===== config.mk =====
export PLATFORM = sky130hd
export DESIGN_NAME = led_frame_hue_wheel_engine
export DESIGN_NICKNAME = d
export VERILOG_FILES = /design/src/hw/rtl/lfhwe_pkg.sv /design/src/hw/rtl/lfhwe_ctrl.sv /design/src/hw/rtl/lfhwe_dpath.sv /design/src/hw/rtl/led_frame_hue_wheel_engine.sv
export SDC_FILE = /design/constraint.sdc
export NUM_CORES = 2
export LEC_CHECK = 0
export BUFFER_PORTS_ARGS = -buffer_cell sky130_fd_sc_hd__buf_2
export CAP_MARGIN = 20
export CORE_MARGIN = 8
export CORE_UTILIZATION = 58
export CTS_CLUSTER_DIAMETER = 60
export CTS_CLUSTER_SIZE = 40
export DETAILED_ROUTE_END_ITERATION = 10
export HOLD_SLACK_MARGIN = 0.08
export PLACE_DENSITY = 0.74
export SLEW_MARGIN = 5
export SYNTH_ARGS = -nofsm -noshare
export SYNTH_HDL_FRONTEND = slang
export SYNTH_SLANG_ARGS = --single-unit

===== constraint.sdc =====
create_clock -name clock -period 17.4 [get_ports clock]
set_input_delay 2.61 -clock clock [delete_from_list [all_inputs] [get_ports clock]]
set_output_delay 2.61 -clock clock [all_outputs]
set_load 0.02 [all_outputs]

===== src/hw/rtl/lfhwe_pkg.sv =====
// Shared types, constants and command/status structs of the LED frame hue wheel engine.
`default_nettype none

package lfhwe_pkg;

   localparam int PIXEL_COUNT = 64;
   localparam int ADDR_W      = (PIXEL_COUNT > 1) ? $clog2(PIXEL_COUNT) : 1;
   localparam int CNT_W       = $clog2(PIXEL_COUNT + 1);

   localparam logic [2:0] OP_WRITE   = 3'd0;
   localparam logic [2:0] OP_FILL    = 3'd1;
   localparam logic [2:0] OP_RAINBOW = 3'd2;
   localparam logic [2:0] OP_ADVANCE = 3'd3;
   localparam logic [2:0] OP_READ    = 3'd4;

   localparam logic [1:0] CH_RED   = 2'd0;
   localparam logic [1:0] CH_GREEN = 2'd1;
   localparam logic [1:0] CH_BLUE  = 2'd2;

   // channel 0 red, 1 green, 2 blue
   typedef logic [2:0][7:0] pixel_type;

   typedef struct packed {
      logic [2:0] opcode;
      logic [5:0] pixel_index;
      logic [7:0] red_in;
      logic [7:0] green_in;
      logic [7:0] blue_in;
      logic [7:0] hue_step;
   } req_type;

   typedef struct packed {
      logic [7:0] red_out;
      logic [7:0] green_out;
      logic [7:0] blue_out;
   } rsp_type;

   typedef enum logic [1:0] {
      ST_IDLE,
      ST_READ,
      ST_FILL,
      ST_ADV
   } fsm_state_type;

   typedef struct packed {
      logic accept;
      logic wr_single;
      logic fill_run;
      logic adv_run;
      logic rsp_load;
   } dp_cmd_type;

   typedef struct packed {
      logic walk_last;
      logic walk_end;
      logic rsp_busy;
   } dp_sts_type;

endpackage

`default_nettype wire


===== src/hw/rtl/lfhwe_ctrl.sv =====
// Operation sequencer: decodes accepted items and steps the fill, advance and read passes.
`default_nettype none

module lfhwe_ctrl
   import lfhwe_pkg::*;
(
   input  wire logic       clock,
   input  wire logic       reset,
   input  wire logic       req_valid,
   input  wire logic [2:0] req_opcode,
   output logic            req_ready,
   input  wire dp_sts_type sts,
   output dp_cmd_type      cmd
);

   fsm_state_type state_ff;
   fsm_state_type state_in;

   always_ff @(posedge clock) begin
      if (reset) begin
         state_ff <= ST_IDLE;
      end else begin
         state_ff <= state_in;
      end
   end

   always_comb begin
      state_in  = state_ff;
      cmd       = '0;
      req_ready = 1'b0;
      case (state_ff)
         ST_IDLE: begin
            // hold a read back while the result slot is still occupied
            req_ready  = !(req_opcode == OP_READ && sts.rsp_busy);
            cmd.accept = req_valid && req_ready;
            if (cmd.accept) begin
               case (req_opcode)
                  OP_WRITE:            cmd.wr_single = 1'b1;
                  OP_FILL, OP_RAINBOW: state_in = ST_FILL;
                  OP_ADVANCE:          state_in = ST_ADV;
                  OP_READ:             state_in = ST_READ;
                  default:             state_in = ST_IDLE;
               endcase
            end
         end
         ST_READ: begin
            cmd.rsp_load = 1'b1;
            state_in     = ST_IDLE;
         end
         ST_FILL: begin
            cmd.fill_run = 1'b1;
            if (sts.walk_last) begin
               state_in = ST_IDLE;
            end
         end
         ST_ADV: begin
            cmd.adv_run = 1'b1;
            if (sts.walk_end) begin
               state_in = ST_IDLE;
            end
         end
         default: begin
            state_in = ST_IDLE;
         end
      endcase
   end

endmodule

`default_nettype wire


===== src/hw/rtl/lfhwe_dpath.sv =====
// Frame store, sweep counter, wheel step unit and result register.
`default_nettype none

module lfhwe_dpath
   import lfhwe_pkg::*;
(
   input  wire logic       clock,
   input  wire logic       reset,
   input  wire req_type    req_data,
   input  wire dp_cmd_type cmd,
   output dp_sts_type      sts,
   output logic            rsp_valid,
   input  wire logic       rsp_ready,
   output rsp_type         rsp_data
);

   function automatic pixel_type wheel_step(input pixel_type px, input logic [7:0] step);
      logic [7:0] r;
      logic [7:0] g;
      logic [7:0] b;
      logic [1:0] up;
      logic [1:0] dn;
      logic       rising;
      logic       on_wheel;
      logic [7:0] v;
      logic [7:0] o;
      logic [8:0] sum;
      pixel_type  res;
      r        = px[CH_RED];
      g        = px[CH_GREEN];
      b        = px[CH_BLUE];
      res      = px;
      up       = CH_RED;
      dn       = CH_RED;
      rising   = 1'b0;
      on_wheel = 1'b1;
      if (r == 8'hFF && g != 8'hFF && b == 8'h00) begin
         up = CH_GREEN; dn = CH_RED;   rising = 1'b1;
      end else if (r != 8'h00 && g == 8'hFF && b == 8'h00) begin
         up = CH_RED;   dn = CH_BLUE;  rising = 1'b0;
      end else if (r == 8'h00 && g == 8'hFF && b != 8'hFF) begin
         up = CH_BLUE;  dn = CH_GREEN; rising = 1'b1;
      end else if (r == 8'h00 && g != 8'h00 && b == 8'hFF) begin
         up = CH_GREEN; dn = CH_RED;   rising = 1'b0;
      end else if (r != 8'hFF && g == 8'h00 && b == 8'hFF) begin
         up = CH_RED;   dn = CH_BLUE;  rising = 1'b1;
      end else if (r == 8'hFF && g == 8'h00 && b != 8'h00) begin
         up = CH_BLUE;  dn = CH_GREEN; rising = 1'b0;
      end else begin
         on_wheel = 1'b0;
      end
      v   = px[up];
      o   = px[dn];
      sum = {1'b0, v} + {1'b0, step};
      if (!on_wheel) begin
         res[CH_RED] = 8'hFF;
      end else if (rising) begin
         if (sum <= 9'd255) begin
            res[up] = sum[7:0];
         end else begin
            // excess over the stage end is sum - 255, i.e. sum + 1 modulo 256
            res[dn] = o - (sum[7:0] + 8'd1);
            res[up] = 8'hFF;
         end
      end else begin
         if (v >= step) begin
            res[up] = v - step;
         end else begin
            res[dn] = o + (step - v);
            res[up] = 8'h00;
         end
      end
      return res;
   endfunction

   pixel_type              mem_ff [PIXEL_COUNT];
   logic [PIXEL_COUNT-1:0] valid_ff;
   pixel_type              rd_data_ff;
   logic                   rd_valid_ff;
   logic [ADDR_W-1:0]      rd_addr_ff;
   logic [CNT_W-1:0]       walk_ff;
   logic [CNT_W-1:0]       walk_in;
   pixel_type              color_ff;
   pixel_type              color_in;
   logic [7:0]             step_ff;
   logic                   rainbow_ff;
   logic                   read_hit_ff;
   logic                   rsp_valid_ff;
   logic                   rsp_valid_in;
   rsp_type                rsp_data_ff;

   logic                   idx_hit;
   logic [ADDR_W-1:0]      rd_addr;
   logic                   wr_en;
   logic [ADDR_W-1:0]      wr_addr;
   pixel_type              wr_data;
   pixel_type              rd_pixel;
   pixel_type              req_pixel;

   assign idx_hit   = 32'(req_data.pixel_index) < 32'(PIXEL_COUNT);
   assign req_pixel = {req_data.blue_in, req_data.green_in, req_data.red_in};
   assign rd_pixel  = rd_valid_ff ? rd_data_ff : '0;

   assign sts.walk_last = walk_ff == CNT_W'(PIXEL_COUNT - 1);
   assign sts.walk_end  = walk_ff == CNT_W'(PIXEL_COUNT);
   assign sts.rsp_busy  = rsp_valid_ff && !rsp_ready;

   assign rd_addr = cmd.adv_run ? walk_ff[ADDR_W-1:0] : ADDR_W'(req_data.pixel_index);

   always_comb begin
      wr_en   = 1'b0;
      wr_addr = walk_ff[ADDR_W-1:0];
      wr_data = color_ff;
      if (cmd.fill_run) begin
         wr_en = 1'b1;
      end else if (cmd.adv_run) begin
         // write back the pixel read in the previous cycle
         wr_en   = walk_ff != '0;
         wr_addr = rd_addr_ff;
         wr_data = wheel_step(rd_pixel, step_ff);
      end else if (cmd.wr_single) begin
         wr_en   = idx_hit;
         wr_addr = ADDR_W'(req_data.pixel_index);
         wr_data = req_pixel;
      end
   end

   always_comb begin
      walk_in  = walk_ff;
      color_in = color_ff;
      if (cmd.accept) begin
         walk_in  = '0;
         color_in = (req_data.opcode == OP_RAINBOW) ? pixel_type'({8'h00, 8'h00, 8'hFF})
                                                    : req_pixel;
      end else if (cmd.fill_run) begin
         walk_in = sts.walk_last ? '0 : walk_ff + 1'b1;
         if (rainbow_ff) begin
            color_in = wheel_step(color_ff, step_ff);
         end
      end else if (cmd.adv_run) begin
         walk_in = sts.walk_end ? '0 : walk_ff + 1'b1;
      end
   end

   always_comb begin
      rsp_valid_in = rsp_valid_ff;
      if (cmd.rsp_load) begin
         rsp_valid_in = 1'b1;
      end else if (rsp_ready) begin
         rsp_valid_in = 1'b0;
      end
   end

   always_ff @(posedge clock) begin
      if (wr_en) begin
         mem_ff[wr_addr] <= wr_data;
      end
      rd_data_ff <= mem_ff[rd_addr];
   end

   always_ff @(posedge clock) begin
      if (reset) begin
         valid_ff     <= '0;
         walk_ff      <= '0;
         rsp_valid_ff <= 1'b0;
      end else begin
         if (wr_en) begin
            valid_ff[wr_addr] <= 1'b1;
         end
         walk_ff      <= walk_in;
         rsp_valid_ff <= rsp_valid_in;
      end
   end

   always_ff @(posedge clock) begin
      rd_valid_ff <= valid_ff[rd_addr];
      rd_addr_ff  <= rd_addr;
      color_ff    <= color_in;
      if (cmd.accept) begin
         step_ff     <= req_data.hue_step;
         rainbow_ff  <= req_data.opcode == OP_RAINBOW;
         read_hit_ff <= idx_hit;
      end
      if (cmd.rsp_load) begin
         rsp_data_ff.red_out   <= read_hit_ff ? rd_pixel[CH_RED]   : 8'h00;
         rsp_data_ff.green_out <= read_hit_ff ? rd_pixel[CH_GREEN] : 8'h00;
         rsp_data_ff.blue_out  <= read_hit_ff ? rd_pixel[CH_BLUE]  : 8'h00;
      end
   end

   assign rsp_valid = rsp_valid_ff;
   assign rsp_data  = rsp_data_ff;

endmodule

`default_nettype wire


===== src/hw/rtl/led_frame_hue_wheel_engine.sv =====
// LED frame hue wheel engine: RGB frame store with fill, rainbow, hue advance and pixel read.
//
// Usage:
//   req channel (req_valid/req_ready/req_data) carries one operation per item:
//   write pixel, fill color, fill rainbow, advance all, read pixel.
//   rsp channel (rsp_valid/rsp_ready/rsp_data) returns one item per read pixel.
//   Write pixel:   the next item can follow at once.
//   Read pixel:    result registered in the cycle after accept; req_ready drops for 1 cycle.
//   Fill color and fill rainbow: one store write per cycle across all PIXEL_COUNT pixels (64).
//   Advance all:   the single store read port and write port form a
//                  read-modify-write pipeline, one pixel per cycle.
//   req_ready stays low for the length of each pass.
//   Reset clears the sequencer and marks every pixel as black at once through
//   per-pixel valid flags; no clearing pass is needed.
//   A pending result sits in the output register while other items are taken;
//   only a new read is held back until the receiver takes the pending result.
`default_nettype none

module led_frame_hue_wheel_engine
   import lfhwe_pkg::*;
(
   input  wire logic    clock,
   input  wire logic    reset,
   input  wire logic    req_valid,
   output logic         req_ready,
   input  wire req_type req_data,
   output logic         rsp_valid,
   input  wire logic    rsp_ready,
   output rsp_type      rsp_data
);

   dp_cmd_type cmd;
   dp_sts_type sts;

   lfhwe_ctrl u_ctrl (
      .clock      (clock),
      .reset      (reset),
      .req_valid  (req_valid),
      .req_opcode (req_data.opcode),
      .req_ready  (req_ready),
      .sts        (sts),
      .cmd        (cmd)
   );

   lfhwe_dpath u_dpath (
      .clock     (clock),
      .reset     (reset),
      .req_data  (req_data),
      .cmd       (cmd),
      .sts       (sts),
      .rsp_valid (rsp_valid),
      .rsp_ready (rsp_ready),
      .rsp_data  (rsp_data)
   );

   a_read_loads_rsp: assert property (@(posedge clock) disable iff (reset)
      (req_valid && req_ready && req_data.opcode == OP_READ) |=> cmd.rsp_load)
      else $error("accepted read did not load the result register");

   a_no_rsp_overwrite: assert property (@(posedge clock) disable iff (reset)
      cmd.rsp_load |-> !rsp_valid)
      else $error("result register loaded while a result is pending");

   a_busy_during_pass: assert property (@(posedge clock) disable iff (reset)
      (cmd.fill_run || cmd.adv_run) |-> !req_ready)
      else $error("item accepted during a store pass");

   a_one_command: assert property (@(posedge clock) disable iff (reset)
      $onehot0({cmd.wr_single, cmd.fill_run, cmd.adv_run, cmd.rsp_load}))
      else $error("conflicting datapath commands");

endmodule

`default_nettype wire


==> metrics <==
final period demand of the worst path 7.77 ns; RSZ-0062 raised after global routing no; Final Hold Vio Count 0; CP peak stage delay 0.88 ns; largest net degree at the start of global routing 186; Critical Path Source u_dpath.rd_data_ff[7]; CP max stage cell a21oi_1; RePlAce Congestion 0.973; hold path start u_dpath.valid_ff[5]; CTS tree yes; setup TNS 0 ns; Yosys cell types 86; post-placement setup slack 9.18 ns; All-Layer GR Usage between 30% and 40%; postcts setup bufs 0; dpl hpwl around 130 mm; Vias/cell about 6.6; Synth area leader edfxtp_1; DRT antenna net count 0; Root Buffer clkbuf_16; Layout area overhead 8.99%; Slew @ Worst Pin around 1.2 ns; setup ws final between 9 and 10 ns; Yosys reg bits ~1700; Async SR Flop Fraction 0%; initial antenna violation count 4; Final period util between 40 and 50%; WP buf/inv 1; vias in the first global route 49600; Nets approximately 6500; clock skew 0.0839 ns; drt total wl roughly 220 mm; CP cell instances or4_4 -> o21a_1 -> nor3_2 -> or2_2 -> mux2_2 -> nand2_1 -> o21ai_0 -> ha_1 -> a211oi_1 -> o21ai_0 -> a311o_1 -> a21oi_1 -> nand2_2 -> nor2_1 -> a22oi_1 -> o22ai_1 -> nand2_1 -> nand2_2 -> buf_4; CP top delay family simple AND/OR/NAND/NOR gates; worst r2r src u_dpath.rd_data_ff[7]; Reg area approximately 50000 um^2; MaxCap Viol Count 0; total global routing overflow 0; Placed Cells a little under 8000; Gate Count Post-Synth 6426; maximum vdd drop between 0.08 and 0.09 mV; width of the die around 370 um; sequential share of the synthesized area between 60 and 70%; die span in y about 370 um; area occupied by multi-input gates 22100 um^2; clock buffer depth 3; pwr dens ~110 nW/um^2; Crit Path Class flip-flop to flip-flop; Fillers just over 9000; startpoint types flip-flop; Inserted Clock Buffers 110; clk slew on worst S/H paths ~0.080 ns; cell row count 130; Worst Hold Class flip-flop to flip-flop; Clock Latency Late Sink 0.77 ns; Starting Density 58.5%; clk sinks 1698; synth warn 0; worst-path maximum fanout 34; I/O Buffers 70; die area between 100000 and 150000 um^2; top cells by area, synth edfxtp_1 (65%), nand2_1 (9.1%), nand3_1 (5.7%); status completed; Main synth FF type edfxtp_1; data arrival time of the critical path 8.29 ns; hold_buf cts 0; post-CTS sizing 0; DR vias around 53000; mean post-synth cell area 11.5 um^2; Post-Syn Nets between 6000 and 7000; Core ar. approximately 130000 um^2; layout cell share with drive strength beyond 1 8.80%; WP data required around 18 ns; DR DRC count 0; CP Capture Type flip-flop; final cell count without fillers ~8100; initial DRC count between 8000 and 9000; max frequency between 100 and 150 MHz; wire length per cell after detailed routing roughly 27 um; leak pwr between 0.02 and 0.03 uW; Max Transition Viols Final 0; Slew HR around a fifth; Final Util approximately 64%; Post-synth EDFFs approximately 1600; post-synth top area share between 60% and 70%; Post-Syn Area between 70000 and 80000 um^2; First-pass DRT Iterations 6; final setup fails 0; I/O pin count just over 70; H-tree depth 3; first-pass GRT wire length approximately 320 mm
flip-flops by register name (all words and copies together) (netlist names):
name,flops
u_ctrl.state_ff,2
u_dpath.color_ff,24
u_dpath.mem_ff,1536
u_dpath.rainbow_ff,1
u_dpath.rd_addr_ff,6
u_dpath.rd_data_ff,24
u_dpath.rd_valid_ff,1
u_dpath.rsp_data,24
u_dpath.rsp_valid,1
u_dpath.step_ff,8
u_dpath.valid_ff,64
u_dpath.walk_ff,7
power breakdown:
| group | switching, uW | internal (uW) | leakage (uW) |
|---|---|---|---|
| clock network | 1520 | 1440 | 0.00197 |
| registers | 29.7 | 4590 | 0.0152 |
| logic | 849 | 289 | 0.0106 |
| total | 2400 | 6320 | 0.0278 |
synth_stat cells, types with 40 or more instances:
| master | number |
|---|---|
| buf_2 | 59 |
| edfxtp_1 | 1593 |
| nand3_1 | 832 |
| a311oi_1 | 276 |
| nor3_1 | 44 |
| ha_1 | 64 |
| inv_1 | 90 |
| a21oi_1 | 187 |
| dfxtp_1 | 105 |
| and3_1 | 112 |
| nor2_1 | 332 |
| xnor2_1 | 40 |
| a31oi_1 | 49 |
| nand2_1 | 1783 |
| clkbuf_1 | 347 |
| o21ai_0 | 132 |
placed cells by master (no fill, tap or decap), types with 12 or more instances in the layout:
master,synthesis,final
dfxtp_1,105,105
ha_1,64,64
bufinv_16,0,13
nand2_1,1783,1780
a211oi_1,13,13
buf_4,1,149
a21o_1,15,14
buf_2,59,72
nand3_1,832,831
o22ai_1,12,12
mux2i_1,31,25
nor2_1,332,267
nor2_2,1,66
a21oi_1,187,182
clkbuf_16,0,110
a311oi_1,276,276
nor2b_1,14,13
a31oi_1,49,44
inv_6,0,17
o21a_1,12,12
o21bai_1,17,17
clkinv_2,0,13
inv_1,90,89
o21ai_0,132,126
fa_1,20,20
a32oi_1,14,14
and2_1,24,24
xnor2_1,40,40
and3_1,112,112
clkinv_8,0,14
xor2_1,23,23
nor3_1,44,43
edfxtp_1,1593,1593
logic make-up (layout without fill, tap and decap cells):
logic type,Yosys count,in the layout,synth area share (%)
simple gates,3207,3207,18.7
flops,1698,1698,67.9
compound gates,813,813,7.76
buf+inv,523,532,2.77
fa+ha+maj,87,87,1.68
xor+xnor,64,64,0.772
mux,34,34,0.468
other cells,0,4,0
metrics by stage:
stage          power, uW  hold slack, ns  cell area [um^2]
6_report            8720           0.474             80200
3_3_place_gp        5800           0.448             76100
4_1_cts             8700           0.475             80200
3_5_place_dp        5810           0.458             76100
2_1_floorplan       5370           0.440             73600
5_1_grt             8930           0.495             80200
tightest hold or removal path, cell delays in order (launching register included):
cell     delay (ns)
dfxtp_1        0.33
nor2_1         0.05
nor2_1         0.07
per-layer routing:
| metal | track usage (%) | up-vias | wire length, um |
|---|---|---|---|
| li1 | - | 23100 | - |
| met1 | 44.8 | 25900 | 85000 |
| met2 | 47.4 | 3541 | 99300 |
| met3 | 5.70 | 526 | 26600 |
| met4 | 12.3 | 2 | 10000 |
| met5 | 0 | - | 12 |
path summary, 6_finish.rpt:
check	end	slack (ns)	depth (start not counted)
worst max register to register	u_dpath.mem_ff[42][17]	9.63	19
worst min-delay path	u_dpath.valid_ff[5]	0.47	2
worst min register to register	u_dpath.valid_ff[5]	0.47	2
worst max-delay path	u_dpath.mem_ff[42][17]	9.63	19
final cells by class:
| cell class | count | area share [%] |
|---|---|---|
| Antenna cell | 4 | 0.0125 |
| Inverter | 93 | 0.457 |
| Timing Repair Buffer | 231 | 2.07 |
| Tap cell | 1650 | 2.57 |
| Multi-Input combinational cell | 4205 | 27.5 |
| Clock buffer | 115 | 3.46 |
| Sequential cell | 1698 | 62.3 |
| Clock inverter | 93 | 1.66 |
(Power assumes the default switching activity.)
